**config.mk**
```make
export PLATFORM = sky130hd
export DESIGN_NAME = masked_byte_pattern_search
export DESIGN_NICKNAME = d
export VERILOG_FILES = /design/src/sv/mbps_pkg.sv /design/src/sv/mbps_cell.sv /design/src/sv/masked_byte_pattern_search.sv
export SDC_FILE = /design/constraint.sdc
export NUM_CORES = 2
export LEC_CHECK = 0
export CORE_ASPECT_RATIO = 0.75
export CORE_MARGIN = 1.5
export CORE_UTILIZATION = 46
export CTS_CLUSTER_SIZE = 16
export DETAILED_ROUTE_END_ITERATION = 10
export DONT_BUFFER_PORTS = 1
export RECOVER_POWER = 50
export SETUP_SLACK_MARGIN = 0.3
export SYNTH_ARGS = -nofsm -noshare
export SYNTH_HDL_FRONTEND = slang
export SYNTH_SLANG_ARGS = --single-unit
```
**constraint.sdc**
```tcl
create_clock -name clk -period 12.35 [get_ports clk]
set_input_delay 0.6175 -clock clk [delete_from_list [all_inputs] [get_ports clk]]
set_output_delay 0.6175 -clock clk [all_outputs]
set_load 0.05 [all_outputs]
```
**src/sv/mbps_pkg.sv**
```systemverilog
`timescale 1ns / 1ps
`default_nettype none

package mbps_pkg;

  // Pattern storage is fixed by the register map: two 64-bit words.
  localparam int PAT_BYTES = 16;
  localparam int PAT_IDX_W = 4;
  // Wide enough for a cell index up to 127 and for the length.
  localparam int IDX_W     = 7;
  localparam int LEN_W     = 5;
  localparam int ADDR_W    = 64;
  localparam int PADDR_W   = 6;

  typedef logic [PAT_BYTES-1:0][7:0] pat_bytes_t;

  typedef enum logic [2:0] {
    REG_PAT_LO = 3'd0,
    REG_PAT_HI = 3'd1,
    REG_CARE   = 3'd2,
    REG_LEN    = 3'd3,
    REG_BASE   = 3'd4
  } reg_idx_t;

  typedef struct packed {
    logic shift;
    logic clr;
  } cell_ctl_t;

endpackage

`default_nettype wire

```
**src/sv/mbps_cell.sv**
```systemverilog
`timescale 1ns / 1ps
`default_nettype none

module mbps_cell #(
  parameter int J = 0
) (
  input  wire                            clk,
  input  wire mbps_pkg::cell_ctl_t       ctl,
  input  wire  [7:0]                     byte_in,
  input  wire mbps_pkg::pat_bytes_t      pattern,
  input  wire  [mbps_pkg::PAT_BYTES-1:0] care,
  input  wire  [mbps_pkg::LEN_W-1:0]     len,
  output logic [7:0]                     byte_out,
  output logic                           eq
);
  import mbps_pkg::*;

  localparam logic [IDX_W-1:0] JIDX = IDX_W'(J);
  localparam bit               HEAD = (J == 0);

  logic [7:0]       byte_r;
  logic [7:0]       byte_nxt;
  logic [IDX_W-1:0] lenx;
  logic [IDX_W-1:0] k;
  logic             care_sel;

  // Entry J lines up with pattern byte len-1-J; the head cell takes the new byte
  // even on the first transfer of a region, the rest start from zero.
  always_comb begin
    byte_nxt = byte_r;
    if (ctl.shift) begin
      if (HEAD || !ctl.clr) begin
        byte_nxt = byte_in;
      end else begin
        byte_nxt = 8'd0;
      end
    end
  end

  always_ff @(posedge clk) begin
    byte_r <= byte_nxt;
  end

  always_comb begin
    lenx     = IDX_W'(len);
    k        = lenx - IDX_W'(1) - JIDX;
    care_sel = (lenx > JIDX) && (k < IDX_W'(PAT_BYTES)) && care[k[PAT_IDX_W-1:0]];
    eq       = !care_sel || (byte_r == pattern[k[PAT_IDX_W-1:0]]);
  end

  assign byte_out = byte_r;

endmodule

`default_nettype wire

```
**src/sv/masked_byte_pattern_search.sv**
```systemverilog
// Wildcard byte pattern search over a memory region.
// Input channel: one byte of the region per transfer (in_data_byte), in address
// order, with in_last_byte on the final byte. Each region gives exactly one
// result on the output channel: out_found and out_match_address (base address
// plus the start offset of the first match, or zero when nothing matched).
// The pattern, care mask, length and base address are written over APB into
// 64-bit registers at 8-byte spacing; the user must write them only while the
// block is idle, which the block itself does not enforce. Throughput: one byte
// per cycle while in_ready is high. The window is a row of byte cells that
// shift on every input transfer; the compare of the whole window and the
// address add take one further register stage, so the result is loaded into
// the output register when the last byte advances out of the first stage.
// A stalled output holds its result; one more region's bytes can still be taken
// until its own last byte reaches the compare stage, then in_ready drops.
// Reset clears the registers, the offset counter, the match state and the
// output valid; the first byte after reset starts a new region.
`timescale 1ns / 1ps
`default_nettype none

module masked_byte_pattern_search #(
  parameter int MAX_PATTERN = 16,
  parameter int OFFSET_BITS = 32
) (
  input  wire                          clk,
  input  wire                          rst_n,
  input  wire                          in_valid,
  output logic                         in_ready,
  input  wire  [7:0]                   in_data_byte,
  input  wire                          in_last_byte,
  output logic                         out_valid,
  input  wire                          out_ready,
  output logic                         out_found,
  output logic [mbps_pkg::ADDR_W-1:0]  out_match_address,
  input  wire                          psel,
  input  wire                          penable,
  input  wire                          pwrite,
  input  wire  [mbps_pkg::PADDR_W-1:0] paddr,
  input  wire  [63:0]                  pwdata,
  output logic [63:0]                  prdata,
  output logic                         pready
);
  import mbps_pkg::*;

  // Registers
  logic [63:0]          pat_lo_r, pat_hi_r, base_r;
  logic [PAT_BYTES-1:0] care_r;
  logic [LEN_W-1:0]     len_r;
  logic                 wr_en;
  reg_idx_t             widx;

  assign pready = 1'b1;
  assign wr_en  = psel && penable && pwrite && pready;
  assign widx   = reg_idx_t'(paddr[PADDR_W-1:3]);

  always_ff @(posedge clk) begin
    if (!rst_n) begin
      pat_lo_r <= '0;
      pat_hi_r <= '0;
      care_r   <= '0;
      len_r    <= '0;
      base_r   <= '0;
    end else if (wr_en) begin
      case (widx)
        REG_PAT_LO: pat_lo_r <= pwdata;
        REG_PAT_HI: pat_hi_r <= pwdata;
        REG_CARE:   care_r   <= pwdata[PAT_BYTES-1:0];
        REG_LEN:    len_r    <= pwdata[LEN_W-1:0];
        REG_BASE:   base_r   <= pwdata;
        default: ;
      endcase
    end
  end

  always_comb begin
    case (widx)
      REG_PAT_LO: prdata = pat_lo_r;
      REG_PAT_HI: prdata = pat_hi_r;
      REG_CARE:   prdata = 64'(care_r);
      REG_LEN:    prdata = 64'(len_r);
      REG_BASE:   prdata = base_r;
      default:    prdata = '0;
    endcase
  end

  // Input stage
  logic                   in_xfer;
  logic                   adv;
  logic                   new_region_r;
  logic [OFFSET_BITS-1:0] pos_r, pos_nxt;
  logic [OFFSET_BITS-1:0] lm1;
  logic                   len_ok, off_ok;
  logic                   s1_v_r, s1_last_r, s1_ok_r;
  logic [OFFSET_BITS-1:0] s1_start_r;

  assign in_ready = !s1_v_r || adv;
  assign in_xfer  = in_valid && in_ready;

  assign lm1    = OFFSET_BITS'(len_r - LEN_W'(1));
  assign len_ok = (len_r != '0) && (IDX_W'(len_r) <= IDX_W'(MAX_PATTERN));
  assign off_ok = (pos_r != '1) && (pos_r >= lm1);

  always_comb begin
    pos_nxt = pos_r;
    if (in_xfer) begin
      if (in_last_byte) begin
        pos_nxt = '0;
      end else if (pos_r != '1) begin
        pos_nxt = pos_r + OFFSET_BITS'(1);
      end
    end
  end

  always_ff @(posedge clk) begin
    if (!rst_n) begin
      pos_r        <= '0;
      new_region_r <= 1'b1;
      s1_v_r       <= 1'b0;
    end else begin
      pos_r <= pos_nxt;
      if (in_xfer) begin
        new_region_r <= in_last_byte;
        s1_v_r       <= 1'b1;
      end else if (adv) begin
        s1_v_r <= 1'b0;
      end
    end
  end

  always_ff @(posedge clk) begin
    if (in_xfer) begin
      s1_last_r  <= in_last_byte;
      s1_ok_r    <= len_ok && off_ok;
      s1_start_r <= pos_r - lm1;
    end
  end

  // Window: row of byte cells
  pat_bytes_t             pattern;
  cell_ctl_t              ctl;
  logic [MAX_PATTERN-1:0][7:0] win;
  logic [MAX_PATTERN-1:0] eq;

  assign pattern   = {pat_hi_r, pat_lo_r};
  assign ctl.shift = in_xfer;
  assign ctl.clr   = new_region_r;

  for (genvar j = 0; j < MAX_PATTERN; j++) begin : g_cell
    logic [7:0] cin;
    if (j == 0) begin : g_head
      assign cin = in_data_byte;
    end else begin : g_link
      assign cin = win[j-1];
    end
    mbps_cell #(.J(j)) u_cell (
      .clk      (clk),
      .ctl      (ctl),
      .byte_in  (cin),
      .pattern  (pattern),
      .care     (care_r),
      .len      (len_r),
      .byte_out (win[j]),
      .eq       (eq[j])
    );
  end

  // Compare stage and region state
  logic              hit;
  logic              matched_r;
  logic [ADDR_W-1:0] maddr_r;
  logic [ADDR_W-1:0] hit_addr;
  logic              out_valid_r;
  logic              found_r;
  logic [ADDR_W-1:0] oaddr_r;

  assign adv      = s1_v_r && (!s1_last_r || !out_valid_r || out_ready);
  assign hit      = s1_ok_r && (&eq);
  assign hit_addr = base_r + ADDR_W'(s1_start_r);

  always_ff @(posedge clk) begin
    if (!rst_n) begin
      matched_r   <= 1'b0;
      out_valid_r <= 1'b0;
    end else begin
      if (adv) begin
        if (s1_last_r) begin
          matched_r <= 1'b0;
        end else if (hit) begin
          matched_r <= 1'b1;
        end
      end
      if (adv && s1_last_r) begin
        out_valid_r <= 1'b1;
      end else if (out_ready) begin
        out_valid_r <= 1'b0;
      end
    end
  end

  always_ff @(posedge clk) begin
    if (adv && !s1_last_r && !matched_r && hit) begin
      maddr_r <= hit_addr;
    end
    if (adv && s1_last_r) begin
      found_r <= matched_r || hit;
      if (matched_r) begin
        oaddr_r <= maddr_r;
      end else if (hit) begin
        oaddr_r <= hit_addr;
      end else begin
        oaddr_r <= '0;
      end
    end
  end

  assign out_valid         = out_valid_r;
  assign out_found         = found_r;
  assign out_match_address = oaddr_r;

endmodule

`default_nettype wire
```
* Word level (Yosys, flattened, before mapping)
Cells that the tools add are included.
** Operators by class
- Mux-type cells :: 75
- Add/subtract/negate cells :: 20
- Equal/unequal tests :: 21
- Order comparisons :: 50
- Reductions and logical operators :: 98
** Operators by type and width (count)
- binary-select mux 8 bit (select 4 bit) :: 16
- one-hot mux 64 bit (5 select lines) :: 1
- == test 8 bit :: 16
- two-way mux 64 bit :: 2
- two-way mux 8 bit :: 16
- less-than comparator 7 x 5 -> 1 bit, second input constant :: 16
- less-than comparator 4 x 5 -> 1 bit, second input constant :: 16
- adder 64 x 32 -> 64 bit :: 1
- binary-select mux 1 bit (select 4 bit) :: 16
- two-way mux 32 bit :: 2
- subtractor 7 x 4 -> 7 bit, second input constant :: 8
- logical AND 1 bit :: 44
- > comparator 5 x 4 -> 1 bit, second input constant :: 8
- adder 32 x 1 -> 32 bit, second input constant :: 1
- greater-or-equal comparator 32 bit :: 1
- inequality test 32 bit, second input constant :: 1
- subtractor 32 bit :: 1
- subtractor 7 x 3 -> 7 bit, second input constant :: 4
- two-way mux 1 bit :: 22
- > comparator 5 x 3 -> 1 bit, second input constant :: 4
- logical NOT 1 bit :: 20
- logical OR 1 bit :: 20
- AND reduction 16 bit :: 1
- AND reduction 2 bit :: 7
- other kinds (12) :: 20
** Storage, ports and cells
- Word-level logic and storage cells :: 296
- Input bits :: 86
- Output and inout port bits :: 132
- Register bits :: 540

* Longest topological paths before layout
- Word-level depth :: 11
- Mapped depth :: 31
- Gate-level depth less buffers :: 16

* By module
From an unflattened synthesis, not the netlist that was laid out.
** Unflattened totals
- Cells, all modules :: 4337
- Area total of the unflattened synthesis :: 48764.3 µm²
** Modules (own cells, without submodules)
- masked_byte_pattern_search :: seq. area each 9879.5 µm², cells each 2344, times used 1, area each 21406.8 µm²
- mbps_cell at g_cell[5].u_cell :: seq. area each 240.2 µm², cells each 140, times used 1, area each 1896.8 µm²
- mbps_cell at g_cell[11].u_cell :: seq. area each 240.2 µm², cells each 153, times used 1, area each 1828.0 µm²
- mbps_cell at g_cell[15].u_cell :: seq. area each 240.2 µm², cells each 146, times used 1, area each 1798.0 µm²
- mbps_cell at g_cell[2].u_cell :: seq. area each 240.2 µm², cells each 118, times used 1, area each 1775.5 µm²
- mbps_cell at g_cell[13].u_cell :: seq. area each 240.2 µm², cells each 128, times used 1, area each 1766.7 µm²
- mbps_cell at g_cell[1].u_cell :: seq. area each 240.2 µm², cells each 123, times used 1, area each 1737.9 µm²
- mbps_cell at g_cell[9].u_cell :: seq. area each 240.2 µm², cells each 121, times used 1, area each 1719.1 µm²
- mbps_cell at g_cell[14].u_cell :: seq. area each 240.2 µm², cells each 103, times used 1, area each 1691.6 µm²
- mbps_cell at g_cell[3].u_cell :: seq. area each 240.2 µm², cells each 123, times used 1, area each 1684.1 µm²
- mbps_cell at g_cell[7].u_cell :: seq. area each 240.2 µm², cells each 116, times used 1, area each 1681.6 µm²
- mbps_cell at g_cell[4].u_cell :: seq. area each 240.2 µm², cells each 138, times used 1, area each 1651.6 µm²
- mbps_cell at g_cell[8].u_cell :: seq. area each 240.2 µm², cells each 123, times used 1, area each 1647.8 µm²
- mbps_cell at g_cell[0].u_cell :: seq. area each 240.2 µm², cells each 121, times used 1, area each 1629.1 µm²
- +3 rows

* Worst setup path after synthesis
Ideal clock, no wire load.
- Path type :: register to register
- Start :: register len_r[0]
- End :: register maddr_r[0] (enable)
- Stages on the path, launching flop included :: 29
- Required time :: 11.684 ns
- Clock period less this slack :: 13.659 ns
- Arrival :: 12.992 ns
- Path buffers :: 14
- Setup slack :: -1.309 ns
- Library setup time :: 0.666 ns
- Path through :: dfxtp_1 buf_4 buf_4 inv_2 buf_2 clkbuf_1 buf_2 ha_1 buf_2 buf_4 buf_4 buf_4 buf_2 buf_2 inv_1 ha_1 buf_2 clkbuf_1 mux4_2 mux4_2 xnor2_1 nand4_1 nor4_1 o21ai_1 or4_1 a2111oi_2 nand4_1 buf_4 nor4b_1
** On the way
- Word-level cells in the longest chain between the ends :: 10
- Elaborated cells between the ends (all ways) :: 195
- Classes of those cells :: add/sub (16); order compare (32); eq/ne (16); mux (64); reduce/logical (67)
** Ends and longest elaborated chain
- start: declaration :: RTL line masked_byte_pattern_search.sv:47 : logic [LEN_W-1:0] len_r;
- start signal: assignment :: RTL line masked_byte_pattern_search.sv:67 : REG_LEN: len_r <= pwdata[LEN_W-1:0];
- parallel branches: the longest is 7 deep, another holds subtractor 7 x 1 -> 7 bit
- AND reduction 16 bit * :: RTL line masked_byte_pattern_search.sv:176 : assign hit = s1_ok_r && (&eq);
- logical AND 1 bit * :: RTL line masked_byte_pattern_search.sv:176
- logical AND 1 bit * :: RTL line masked_byte_pattern_search.sv:200 : if (adv && !s1_last_r && !matched_r && hit) begin
- end signal: assignment :: RTL line masked_byte_pattern_search.sv:201 : maddr_r <= hit_addr;
- end: declaration :: RTL line masked_byte_pattern_search.sv:169 : logic [ADDR_W-1:0] maddr_r;
Every way passes the cells marked *. The select of a mux whose other input is x is not followed.
A chain may end at the register's enable or synchronous reset.

* Worst setup path in the final report
- Start :: register len_r[0]
- End :: register maddr_r[62] (enable)
Same word-level chain as after synthesis.

==> results by group <==
Route
  • Drt total wl: 119000 um
  • Residual DRC: 0
  • Via count: 28300
  • DR pass1 iterations: 6
  • Routed Antenna Nets: 0
  • Routed len/inst: about 26 um
  • DRT iter0 DRCs: ~3100
  • Number of vias per cell: just over 6

Clock tree
  • Worst-skew pair later-pin latency: around 660 ps
  • Total CTS buffers: 56
  • Post-cts resize count: 0
  • Root buf cell: clkbuf_16
  • H-tree levels: 2
  • Sink Count: 540
  • CTS clk-pin slew, worst paths: around 60 ps
  • Worst-case clock buffer depth: 3
  • Post-CTS Setup Bufs: 0
  • CTS tree: yes
  • Cts hold-fix bufs: 0

GRT
  • Vias in the first global route: about 26000
  • Total track usage: around 29%
  • First-pass GRT wire length: between 150000 and 200000 um
  • GR Overflow Total: 0
  • Initial antenna violation count: 5
  • Largest net degree at the start of global routing: 221

Yosys
  • Most common cell in the netlist: nand2_1
  • Area share of the largest cell type after synthesis: about 24%
  • Syn_nets: 3867
  • Post-synth ARST share: 0%
  • Cell count after synthesis: about 3700
  • Post-Syn Area: 35800 um^2
  • Sequential-to-total area share from yosys stat: a little under two fifths
  • Number of synthesized flops with an enable pin: approximately 290
  • Synth Register Bits: 540
  • Distinct cells, synth: 74
  • Top cells by area, synth: edfxtp_1 (24%), dfxtp_1 (14%), mux4_2 (9.6%)
  • Avg Cell Area, Syn: just under 10 um^2
  • Synth warn: 0
  • Top cells by count, synth: nand2_1 (630), edfxtp_1 (291), dfxtp_1 (249)
  • Ys flop type: edfxtp_1
  • Synth area leader: edfxtp_1

Job
  • Max Cap Violations: 6

Final layout
  • Fill cells: approximately 7200
  • Area Growth Syn to Fin: 6.90%
  • Ratio of cells with drive above 1 in the final layout: 10.6%
  • Nets: between 3000 and 4000
  • Multi-input logic area: just over 20000 um^2
  • Seq. cell area: 13700 um^2

Worst setup path
  • Reg2Reg Setup Slack: just under 3000 ps
  • Worst Setup End Kind: flop
  • CP arrival: 9710 ps
  • Worst EP required: 12630 ps
  • Critical path type: flop to flop
  • Worst-path maximum fanout: 64
  • FF-to-FF Start: len_r[0]$_SDFFE_PN0P_
  • R2R cell count: 19
  • FF-to-FF End: maddr_r[62]$_DFFE_PP_
  • CP Launch Type: flop

STA
  • Clock period minus worst slack: roughly 9400 ps
  • Fmax achieved: about 110 MHz
  • Worst Tran Pin Value: around 3600 ps
  • Final Cycle Share: 76.3%
  • Hold Fails Final Rpt: 0
  • Setup_tns: 0 ps
  • RSZ-0062 raised after global routing: false
  • Slew Viols, Final: between 300 and 400
  • Worst slew margin: -142%
  • Endpoints failing setup: 0
  • Hold slack: roughly 55 ps
  • Worst Skew: around 25 ps

Power
  • Leakage: about 0.013 uW
  • VDD IR max: 0.000116 V
  • Power per cell area: ~100 nW/um^2

Status
  • Violated checks: max-capacitance violations, max-slew violations
  • Status: finished, violations left

Floorplan
  • DIE AREA: 79600 um^2
  • Boundary pin count: around 220
  • Die X: 325 um
  • Core Area: between 70000 and 80000 um^2
  • Die height: roughly 240 um
  • Site Rows: around 90
  • Initial Util: a little under half

Worst hold path
  • Worst hold path depth: 0
  • Worst hold endpoint: g_cell[0].u_cell.byte_out[7]$_DFFE_PP_
  • Worst min path class: primary input to flop
  • Hold_sp: in_data_byte[7]

Placement
  • Placer congestion estimate: approximately 0.95
  • PortBufs: 0
  • Detail Placement HPWL: about 90000 um
stage by stage:
stage	power, uW	cells	instance area (um^2)	setup slack, ps	utilization, %
2_1_floorplan	2230	3705	35800	1890	-
3_3_place_gp	2290	4530	36500	3910	47.4
3_5_place_dp	2290	4530	36500	3750	47.4
4_1_cts	4020	4633	38300	3730	49.8
5_1_grt	4120	4633	38300	2640	49.8
6_report	4010	4634	38300	2920	49.8
worst max-delay path by stage:
| stage | from | to | slack, ps | cells past startpoint |
|---|---|---|---|---|
| 2_1_floorplan | len_r[0]$_SDFFE_PN0P_ | maddr_r[0]$_DFFE_PP_ | 1890 | 28 |
| 3_3_place_gp | len_r[0]$_SDFFE_PN0P_ | maddr_r[57]$_DFFE_PP_ | 3910 | 19 |
| 3_5_place_dp | len_r[0]$_SDFFE_PN0P_ | maddr_r[56]$_DFFE_PP_ | 3750 | 19 |
| 4_1_cts | len_r[0]$_SDFFE_PN0P_ | maddr_r[62]$_DFFE_PP_ | 3730 | 19 |
| 5_1_grt | len_r[0]$_SDFFE_PN0P_ | maddr_r[62]$_DFFE_PP_ | 2640 | 19 |
| 6_report | len_r[0]$_SDFFE_PN0P_ | maddr_r[62]$_DFFE_PP_ | 2920 | 19 |
area by class of cell:
class | instances | area share, %
inverters | 75 | 0.748
clock inverters | 26 | 0.738
multi-input cells | 2834 | 54.3
repair buffers | 46 | 0.895
well taps | 1035 | 3.38
flip-flops and latches | 540 | 35.9
clock buffers | 77 | 4.07
diodes | 1 | 0.00653
layout by cell type (no fill, tap or decap), drive strengths merged, types with 42 or more instances in the layout:
cell type,synthesis,final
nand2,630,630
edfxtp,291,291
dfxtp,249,249
mux2i,247,247
nor2,223,223
a21boi,216,216
a21oi,202,202
nor2b,182,182
mux4,153,153
xnor2,147,147
o21ai,126,126
xor2,97,97
clkbuf,173,81
inv,75,78
ha,74,74
nand2b,50,50
mux2,49,49
nand4,49,49
a211oi,47,47
a21o,46,46
nand3,43,43
buf,83,42
cells by family after synthesis:
logic type / after synthesis / synth area share, %
fa+ha+maj: 76 / 2.70
mux: 449 / 18.1
buf+inv: 331 / 3.98
compound gates: 777 / 14.4
xor+xnor: 246 / 6.09
simple gates: 1285 / 16.4
other cells: 1 / 0.0105
flops: 540 / 38.3
power breakdown:
part           switching (uW)  internal [uW]
Combinational             160            101
Sequential               59.8           1940
Clock                     775            972
state kept, by name, summed over array words and instances, names as in the netlist, 5 cells and up:
register / count
pat_lo_r: 64
out_match_address: 64
s1_start_r: 32
base_r: 64
g_cell.u_cell.byte_out: 128
maddr_r: 64
pos_r: 32
pat_hi_r: 64
care_r: 16
len_r: 5
layer usage:
| layer | up-vias | GRT usage, % | wire [um] |
|---|---|---|---|
| met5 | - | 0 | 0 |
| met4 | 0 | 7.35 | 3020 |
| met3 | 156 | 8.85 | 13700 |
| met2 | 1226 | 42.0 | 49500 |
| met1 | 13900 | 42.8 | 53000 |
| li1 | 13000 | - | - |
critical path: stages (launching register included):
cell and delay, ps:
dfxtp_4 480, inv_1 1040, ha_1 900, xor2_2 170, buf_4 390, inv_2 430, ha_1 410, nor2b_1 160
o21ai_1 210, nand4_1 810, and2_1 550, buf_4 260, o211ai_1 290, and3_1 200, o22a_1 270, nand4_1 230
a2111oi_2 410, nand4_1 560, nor4b_4 390, buf_4 740
No activity file was read; power rests on OpenSTA's default activity.
